### src/hw/rtl/tepq_ram.sv
`default_nettype none

module tepq_ram #(
	parameter int WIDTH = 8,
	parameter int DEPTH = 32
) (
	input  wire logic                     clk,
	input  wire logic                     we,
	input  wire logic [$clog2(DEPTH)-1:0] waddr,
	input  wire logic [WIDTH-1:0]         wdata,
	input  wire logic                     re,
	input  wire logic [$clog2(DEPTH)-1:0] raddr,
	output      logic [WIDTH-1:0]         rdata
);

	logic [WIDTH-1:0] mem_q [DEPTH];

	always_ff @(posedge clk) begin
		if (we) begin
			mem_q[waddr] <= wdata;
		end
		if (re) begin
			rdata <= mem_q[raddr];
		end
	end

endmodule

`default_nettype wire

### config.mk
export PLATFORM = sky130hd
export DESIGN_NAME = tepq_ram
export DESIGN_NICKNAME = d
export VERILOG_FILES = /design/src/hw/rtl/tepq_ram.sv
export SDC_FILE = /design/constraint.sdc
export NUM_CORES = 1
export LEC_CHECK = 0
export BUFFER_PORTS_ARGS = -buffer_cell sky130_fd_sc_hd__buf_4
export CAP_MARGIN = 30
export CORE_UTILIZATION = 30
export DETAILED_ROUTE_END_ITERATION = 10
export GPL_TIMING_DRIVEN = 0
export MAX_ROUTING_LAYER = met4
export PLACE_DENSITY_LB_ADDON = 0.25
export REMOVE_ABC_BUFFERS = 1
export SYNTH_ARGS = -nofsm -noshare
export SYNTH_HDL_FRONTEND = slang
export SYNTH_SLANG_ARGS = --single-unit
### constraint.sdc
create_clock -name clk -period 3.05 [get_ports clk]
set_clock_uncertainty 0.15 [all_clocks]
set_input_delay 0.61 -clock clk [delete_from_list [all_inputs] [get_ports clk]]
set_output_delay 0.61 -clock clk [all_outputs]
set_load 0.02 [all_outputs]
Word-level counts from Yosys, hierarchy flattened
Memories as Yosys holds them, arrays and structs flattened. A register that Yosys moved wholly into a read port is not among the register bits.
Cells that the tools add are included.
Widths: inputs -> output; s select.
{"block": "classes", "n_mux": 2}
{"op": "$mux 1", "n": 2}
{"block": "totals", "register_bits": 0, "mem_bits_rw": 256, "input_bits": 21, "out_inout_bits": 8, "word_cells": 3, "memories": 1}
{"memory": "mem_q", "depth": 32, "width": 8, "rd": 1, "rd_clocked_by_memory_dff": 1, "write_ports": 1, "line": "16", "rtl": "logic [WIDTH-1:0] mem_q [DEPTH];"}

Longest topological paths before layout
Gate-level depths: netlist (run 1).
{"block": "depth", "word_depth": 2, "mapped_depth": 5, "mapped_depth_nobuf": 3}

Worst setup path before layout (run 1)
No wires, ideal clock.
{"block": "synth_timing", "path_kind": "input -> register", "startpoint": "in raddr[2]", "endpoint": "reg rdata[0] (read register of mem_q) (data pin)", "setup_ps": 260, "arrival_time_ps": 2292, "required_ps": 2640, "slack_ps": 348, "stages": 5, "path_buffers": 2, "path_cell_list": "clkbuf_1 -> clkbuf_1 -> mux4_2 -> mux4_2 -> mux2_2"}
{"item": "start: declaration", "line": "12", "rtl": "input wire logic [$clog2(DEPTH)-1:0] raddr,"}
{"item": "end: declaration", "line": "13", "rtl": "output logic [WIDTH-1:0] rdata"}

==> results of run 1 <==
==> routing by layer <==
| metal | global-route usage, % | routed length, um |
|---|---|---|
| met5 | - | 0 |
| met4 | 3.607 | 399 |
| met3 | 1.820 | 986 |
| met2 | 20.24 | 10020 |
| met1 | 18.31 | 9349 |
==> cell usage in the layout, fill, tap and decap left out <==
cell type / count
nand2_1: 1
or3_1: 1
clkinv_2: 5
inv_6: 1
buf_4: 28
nor2_1: 33
buf_16: 2
clkinv_1: 6
edfxtp_1: 264
bufinv_16: 5
nand3b_1: 5
or3b_2: 3
mux2_2: 8
clkbuf_16: 27
nand3_1: 2
clkbuf_1: 1
clkinvlp_4: 3
mux4_2: 80
==> power groups by stage <==
| stage | Combinational (W) | Clock, W | Sequential (W) |
|---|---|---|---|
| after floorplan | 0.000168 | 0 | 0.00415 |
| after global placement | 0.000392 | 0 | 0.00413 |
| after detailed placement | 0.000409 | 0 | 0.00414 |
| after CTS | 0.000410 | 0.00344 | 0.00406 |
| after global routing | 0.000435 | 0.00358 | 0.00406 |
| final | 0.000403 | 0.00336 | 0.00406 |
==> logic make-up (layout without fill, tap and decap cells) <==
kind of cell / after synthesis / count (layout)
AND/OR/NAND/NOR: 45 / 45
buffers and inverters: 20 / 78
flip-flops: 264 / 264
multiplexers: 88 / 88
==> worst max-delay path: stages <==
cell	delay (ns)
buf_4	0.42
buf_16	0.36
mux4_2	0.60
mux4_2	0.53
mux2_2	0.31
==> how the worst max path moves through the flow <==
stage	slack [ns]	to	cells past startpoint	startpoint
after global routing	0.16	rdata[7]	5	raddr[0]
after CTS	0.23	rdata[7]	5	raddr[0]
after detailed placement	-0.33	rdata[7]	5	raddr[0]
final	0.27	rdata[7]	5	raddr[0]
after floorplan	0.86	rdata[0]	3	raddr[0]
after global placement	-0.62	rdata[7]	4	raddr[0]
==> stage by stage <==
| step | utilization [%] | instance area (um2) | setup WS, ns |
|---|---|---|---|
| finish | 35.76 | 11750 | 0.2732 |
| detailed placement | 32.91 | 10820 | -0.3342 |
| global placement | 32.83 | 10790 | -0.6193 |
| floorplan | - | 10030 | 0.8597 |
| CTS | 35.68 | 11730 | 0.2254 |
| global route | 35.76 | 11750 | 0.1553 |
==> synth_stat cells <==
cell and n:
nand3_1 2, clkbuf_1 6, buf_4 6, or3b_2 3, buf_1 6, nor2_1 33
edfxtp_1 264, or3_1 1, nand2_1 1, buf_6 1, mux2_2 8, mux4_2 80
buf_2 1, nand3b_1 5
==> final cells by class <==
cell class,instances,area (um2),share of cell area (%)
timing repair buffer,30,265.3,2.257
tap,442,553.0,4.705
multi-input combinational,133,2100,17.86
clock inverter,20,229.0,1.948
sequential,264,7928,67.45
clock buffer,28,679.4,5.780
==> flip-flops by register name (all words and copies together), names as in the netlist <==
register / cells
mem_q: 256
rdata: 8
==> flow_metrics.env, run 1 <==
export IMPL_status="completed"
export IMPL_worstSetupEndpointType="register"
export IMPL_clkPwrFrac_pct=42.9
export IMPL_p_int_w=0.006255
export IMPL_min_period_ns=2.777
export IMPL_grt_max_degree=65
export IMPL_holdPathEnd="rdata[6]"
export IMPL_ys_types=14
export IMPL_clk_path_buf_depth=3
export IMPL_area_growth_pct=15.99
export IMPL_cts_sinks=264
export IMPL_ctsHoldBuffers=0
export IMPL_cts_buffers=26
export IMPL_dp_hpwl_mm=12.61
export IMPL_hold_path_class="in -> reg"
export IMPL_cts_resized=0
export IMPL_p_leak_nw=3.576
export IMPL_track_usage_pct=13.15
export IMPL_slew_violations=0
export IMPL_max_clock_freq_mhz=360.1
export IMPL_drv_cap=0
export IMPL_avgSynthCellArea_um2=24.30
export IMPL_yosys_area_top_type_share_pct=78.23
export IMPL_ant_nets=0
export IMPL_place_inst=868
export IMPL_reg2reg_setup_slack_ns=0.93
export IMPL_p_comb_share_pct=5.2
export IMPL_ys_ff_latch=264
export IMPL_min_path_cells=1
export IMPL_swShare_pct=20.04
export IMPL_ys_seq_area_share_pct=78.23
export IMPL_drt_iter0_markers=407
export IMPL_synth_top_family_by_area="multiplexers"
export IMPL_synthTopCellsByArea="edfxtp_1, mux4_2, nor2_1"
export IMPL_stdcell_count=917
export IMPL_hold_viol_final=0
export IMPL_dieArea_um2=34520
export IMPL_antenna_cells=0
export IMPL_clock_root_buffer="clkbuf_16"
export IMPL_initial_utilization_pct=30.83
export IMPL_grt_pass1_vias=4755
export IMPL_setup_violations_final=0
export IMPL_crit_reg2reg_launch="mem_q[5][7]"
export IMPL_place_congestion=0.6932
export IMPL_die_width_um=185.8
export IMPL_dr_pass1_iters=4
export IMPL_netlist_instances=417
export IMPL_io_pins=29
export IMPL_power_density_nw_per_um2=665.5
export IMPL_num_rows=66
export IMPL_synth_area_um2=10130
export IMPL_worst_endpoint_arrival_ns=2.90
export IMPL_finalSetupTns_ns=0
export IMPL_synth_area_mux_share_pct=18.67
export IMPL_core_area_um2=32870
export IMPL_cts_htree_levels=1
export IMPL_cts_tree="yes"
export IMPL_num_vias=4390
export IMPL_viasPerCell=4.787
export IMPL_drive_gt1_share_pct=34.11
export IMPL_wire_per_inst_um=22.63
export IMPL_startpoint_type="primary input"
export IMPL_ys_warn_count=0
export IMPL_synth_compound_area_share_pct=0
export IMPL_yosys_area_share_simple_pct=2.050
export IMPL_worst_setup_path_type="in -> reg"
export IMPL_worst_slew_pin_slew_ns=0.8482
export IMPL_slew_limit_headroom_pct=43.25
export IMPL_grt_pass1_wl_mm=31.78
export IMPL_post_cts_buffers=0
export IMPL_drt_wl_total_mm=20.75
export IMPL_hold_worst_slack_ns=0.2415
export IMPL_fillers=3076
export IMPL_grt_setup_unrepaired="no"
export IMPL_synth_top_area_cell="edfxtp_1"
export IMPL_power_w=0.007822
export IMPL_drc_errors=0
export IMPL_clk_pin_slew_ns=0.06
export IMPL_portBuffers=28
export IMPL_power_switching_w=0.001567
export IMPL_layout_nets=476
export IMPL_synthXorXnorAreaFrac_pct=0
export IMPL_reg2regPathDepth=3
export IMPL_fin_crit_sh_pct=91.04
export IMPL_cp_max_fo=42
export IMPL_antenna_found_initial=0
export IMPL_ir_drop_uv=497.2
export IMPL_fp_dieH_um=185.8
export IMPL_worstSkewPairLatency_ns=0.53
export IMPL_worstReg2RegEnd="rdata[7]"
export IMPL_p_seq_share_pct=51.9
export IMPL_crit_required_ns=3.17
export IMPL_synthAdderAreaFrac_pct=0
export IMPL_overflow=0
export IMPL_hold_path_startpoint="re"
Note: power is estimated with default switching activity, not from simulation.
==> inputs of run 2 (changes only) <==
==> constraint.sdc (replaced) <==
create_clock -name clk -period 2.7 [get_ports clk]
set_clock_uncertainty 0.15 [all_clocks]
set_input_delay 0.54 -clock clk [delete_from_list [all_inputs] [get_ports clk]]
set_output_delay 0.54 -clock clk [all_outputs]
set_load 0.02 [all_outputs]
==> flow_metrics.env, run 2 (synthesized netlist as in run 1, its figures left out) <==
export IMPL_antenna_found_initial=0
export IMPL_startpoint_type="primary input"
export IMPL_top_layer="met4"
export IMPL_fillers=3075
export IMPL_fp_dieH_um=185.8
export IMPL_drive_gt1_share_pct=34.11
export IMPL_p_seq_share_pct=51.9
export IMPL_place_congestion=0.6932
export IMPL_drv_cap=0
export IMPL_final_cell_mix="edfxtp_1, mux4_2, nor2_1"
export IMPL_ir_drop_uv=562.1
export IMPL_hold_path_class="in -> reg"
export IMPL_cts_sinks=264
export IMPL_grt_pass1_wl_mm=31.77
export IMPL_grt_max_degree=65
export IMPL_min_period_ns=2.576
export IMPL_io_pins=29
export IMPL_portBuffers=28
export IMPL_p_comb_share_pct=5.2
export IMPL_status="completed"
export IMPL_largest_reg_flops=256
export IMPL_initial_utilization_pct=30.83
export IMPL_worst_setup_path_type="in -> reg"
export IMPL_overflow=0
export IMPL_wl_met1_mm=9.301
export IMPL_setup_violations_final=0
export IMPL_power_w=0.008836
export IMPL_clk_path_buf_depth=3
export IMPL_slew_violations=0
export IMPL_cp_max_fo=42
export IMPL_fin_ws_ns=0.1239
export IMPL_antenna_cells=0
export IMPL_core_area_um2=32870
export IMPL_cts_htree_levels=1
export IMPL_place_inst=868
export IMPL_layout_nets=476
export IMPL_worst_endpoint_arrival_ns=2.70
export IMPL_largest_register="mem_q"
export IMPL_p_int_w=0.007066
export IMPL_dieArea_um2=34520
export IMPL_wire_per_inst_um=22.66
export IMPL_power_switching_w=0.001769
export IMPL_viasPerCell=4.796
export IMPL_track_usage_pct=13.15
export IMPL_ant_nets=0
export IMPL_final_common_cell="edfxtp_1"
export IMPL_p_leak_nw=3.577
export IMPL_multi_input_area_um2=2100
export IMPL_drc_errors=0
export IMPL_cts_buffers=26
export IMPL_clk_pin_slew_ns=0.06
export IMPL_drt_iter0_markers=393
export IMPL_crit_required_ns=2.82
export IMPL_swShare_pct=20.02
export IMPL_finalSetupTns_ns=0
export IMPL_clock_root_buffer="clkbuf_16"
export IMPL_dr_wl_met2_mm=10.02
export IMPL_clkPwrFrac_pct=42.9
export IMPL_grt_setup_unrepaired="no"
export IMPL_num_rows=66
export IMPL_post_place_ws_ns=-0.6142
export IMPL_worstSetupEndpointType="register"
export IMPL_dp_hpwl_mm=12.61
export IMPL_met3WireLength_mm=1.053
export IMPL_largestRegisters="mem_q x256, rdata x8"
export IMPL_cts_tree="yes"
export IMPL_slew_limit_headroom_pct=42.44
export IMPL_fin_crit_sh_pct=95.41
export IMPL_ctsHoldBuffers=0
export IMPL_worstSkewPairLatency_ns=0.53
export IMPL_worst_slew_pin_slew_ns=0.8602
export IMPL_max_clock_freq_mhz=388.2
export IMPL_die_width_um=185.8
export IMPL_stdcell_count=917
export IMPL_power_density_nw_per_um2=751.5
export IMPL_num_vias=4398
export IMPL_grt_pass1_vias=4757
export IMPL_hold_worst_slack_ns=0.1724
export IMPL_seqCellArea_um2=7928
export IMPL_hold_viol_final=0
export IMPL_area_growth_pct=16.03
export IMPL_dr_pass1_iters=4
export IMPL_drt_wl_total_mm=20.78
==> run 2: final timing paths <==
kind / startpoint / end / slack (ns) / cells past startpoint
max: raddr[0] / rdata[7] / 0.12 / 5
min: re / rdata[6] / 0.17 / 1
max reg2reg: mem_q[5][7] / rdata[7] / 0.58 / 3
min reg2reg: mem_q[15][4] / rdata[4] / 0.85 / 3
==> run 2: final cells by class <==
| class | instances | area share [%] |
|---|---|---|
| Clock buffer | 28 | 5.778 |
| Multi-Input combinational cell | 133 | 17.86 |
| Sequential cell | 264 | 67.43 |
| Tap cell | 442 | 4.704 |
| Clock inverter | 20 | 1.947 |
| Timing Repair Buffer | 30 | 2.288 |
==> run 2: what timing repair did <==
item,4_1_cts,5_1_grt
endpoints found under the setup margin,7,0
resized for setup,1,0
buffers inserted,0,0
==> run 2: stage by stage <==
stage / utilization, % / area (um2)
6_report: 35.77 / 11760
5_1_grt: 35.77 / 11760
4_1_cts: 35.69 / 11730
3_5_place_dp: 32.91 / 10820
3_3_place_gp: 32.83 / 10790
2_1_floorplan: - / 10030
==> run 2: routing by layer <==
layer  up-vias  track usage, %
li1       1869               -
met1      2388           18.30
met2       111           20.24
met3        30           1.820
met4         0           3.607
met5         -               -
==> run 2: power groups by stage <==
stage	Clock [W]	Sequential [W]	Combinational, W
2_1_floorplan	0	0.00469	0.000190
4_1_cts	0.00388	0.00459	0.000464
5_1_grt	0.00404	0.00459	0.000492
3_5_place_dp	0	0.00468	0.000462
6_report	0.00379	0.00459	0.000456
3_3_place_gp	0	0.00467	0.000442
==> run 2: worst max-delay path, cell delays in order <==
cell    delay, ns
buf_6        0.31
buf_16       0.34
mux4_2       0.60
mux4_2       0.53
mux2_2       0.31
==> inputs of run 3 (changes only) <==
--- a/config.mk
+++ b/config.mk
@@ -12,7 +12,6 @@
 export GPL_TIMING_DRIVEN = 0
 export MAX_ROUTING_LAYER = met4
 export PLACE_DENSITY_LB_ADDON = 0.25
-export REMOVE_ABC_BUFFERS = 1
 export SYNTH_ARGS = -nofsm -noshare
 export SYNTH_HDL_FRONTEND = slang
 export SYNTH_SLANG_ARGS = --single-unit
==> flow_metrics.env, run 3 (synthesized netlist as in run 1, its figures left out) <==
export IMPL_slowest_stage="mux4_2"
export IMPL_crit_required_ns=2.81
export IMPL_cts_htree_levels=1
export IMPL_power_density_nw_per_um2=735.9
export IMPL_initial_utilization_pct=30.83
export IMPL_drive_gt1_share_pct=33.81
export IMPL_drv_cap=0
export IMPL_grt_max_degree=33
export IMPL_post_cts_buffers=0
export IMPL_clock_root_buffer="clkbuf_16"
export IMPL_cp_cell_sequence="clkbuf_1 -> buf_2 -> mux4_2 -> mux4_2 -> mux2_2"
export IMPL_overflow=0
export IMPL_final_cell_mix="edfxtp_1, mux4_2, nor2_1"
export IMPL_wire_per_inst_um=23.28
export IMPL_worstSetupEndpointType="register"
export IMPL_ctsHoldBuffers=0
export IMPL_grt_pass1_vias=4721
export IMPL_slowest_delay_ns=0.54
export IMPL_ir_drop_uv=535.3
export IMPL_worst_slew_pin_slew_ns=0.9383
export IMPL_path_common_cell="mux4_2"
export IMPL_worst_endpoint_arrival_ns=2.70
export IMPL_drt_wl_total_mm=21.72
export IMPL_setup_violations_final=0
export IMPL_place_congestion=0.8007
export IMPL_dr_pass1_iters=4
export IMPL_die_width_um=185.8
export IMPL_cts_resized=6
export IMPL_largest_reg_flops=256
export IMPL_grt_setup_unrepaired="no"
export IMPL_antenna_cells=0
export IMPL_clk_path_buf_depth=3
export IMPL_layout_nets=491
export IMPL_hold_path_class="in -> reg"
export IMPL_ant_nets=0
export IMPL_placement_cell_area_um2=10860
export IMPL_p_leak_nw=3.577
export IMPL_syn_nets=438
export IMPL_worst_setup_path_type="in -> reg"
export IMPL_startpoint_type="primary input"
export IMPL_drc_errors=0
export IMPL_hold_viol_final=0
export IMPL_fin_crit_sh_pct=95.90
export IMPL_multi_input_area_um2=2100
export IMPL_largestRegisters="mem_q x256, rdata x8"
export IMPL_cts_sinks=264
export IMPL_num_vias=4401
export IMPL_area_growth_pct=15.67
export IMPL_max_clock_freq_mhz=386.2
export IMPL_power_w=0.008625
export IMPL_worstSkewPairLatency_ns=0.53
export IMPL_stdcell_count=933
export IMPL_drt_iter0_markers=474
export IMPL_core_area_um2=32870
export IMPL_slew_violations=0
export IMPL_cp_max_fo=10
export IMPL_fp_dieH_um=185.8
export IMPL_status="completed"
export IMPL_finalInstanceArea_um2=11720
export IMPL_fillers=3058
export IMPL_dieArea_um2=34520
export IMPL_clk_pin_slew_ns=0.06
export IMPL_seqCellArea_um2=7928
export IMPL_antenna_found_initial=0
export IMPL_io_pins=29
export IMPL_slew_limit_headroom_pct=37.22
export IMPL_track_usage_pct=13.67
export IMPL_largest_register="mem_q"
export IMPL_cts_buffers=28
export IMPL_num_rows=66
export IMPL_min_period_ns=2.589
export IMPL_cts_tree="yes"
export IMPL_place_inst=882
export IMPL_grt_pass1_wl_mm=32.46
export IMPL_dp_hpwl_mm=14.44
export IMPL_viasPerCell=4.717
export IMPL_portBuffers=23
export IMPL_final_common_cell="edfxtp_1"
[run 3: changes by cell type in the layout (fill, tap and decap cells not counted), moves of 3 or more]
cell       previous run  this run
buf_1                 0         3
clkbuf_1              1         8
bufinv_16             5         1
clkbuf_2              0         3
buf_2                 0         4
[run 3: path summary, 6_finish.rpt]
path              cells past startpoint  endpoint  slack [ns]    startpoint
setup / recovery                      5  rdata[1]        0.11      raddr[2]
hold / removal                        1  rdata[6]        0.14            re
setup reg to reg                      3  rdata[2]        0.53   mem_q[5][2]
hold reg to reg                       3  rdata[1]        0.90  mem_q[15][1]
[run 3: final cells by class]
class,instances,share of cell area [%]
flip-flops and latches,264,67.63
multi-input cells,133,17.91
clock buffers,34,6.351
well taps,442,4.718
repair buffers,23,1.473
plain buffers,20,0.9714
clock inverters,17,0.9394
[run 3: through the flow]
| step | utilization, % | hold WS, ns | TNS, ns | worst slack (ns) |
|---|---|---|---|---|
| after floorplan | - | 0.4889 | 0 | 0.06831 |
| after global placement | 33.04 | 0.6622 | -6.352 | -0.7716 |
| after detailed placement | 33.04 | 0.6839 | -6.826 | -0.7806 |
| after CTS | 35.66 | 0.1199 | 0 | 0.09012 |
| after global routing | 35.66 | 0.1371 | 0 | 0.06025 |
| final | 35.66 | 0.1367 | 0 | 0.1106 |
[run 3: per-layer routing]
| layer | track usage (%) | part of all wire, % |
|---|---|---|
| met1 | 18.81 | 44 |
| met2 | 21.31 | 48 |
| met3 | 2.015 | 6.1 |
| met4 | 3.475 | 1.7 |
| met5 | - | 0 |
[run 3: critical path: cells and delay by family]
family / cells / cell delay (ns)
mux: 3 / 1.25
buf+inv: 2 / 0.90
[run 3: report_power, final]
group,internal [W],leakage [nW],switching [W]
clock network,0.00205,0.419,0.00152
registers,0.00457,2.38,0.0000128
logic,0.000197,0.774,0.000268
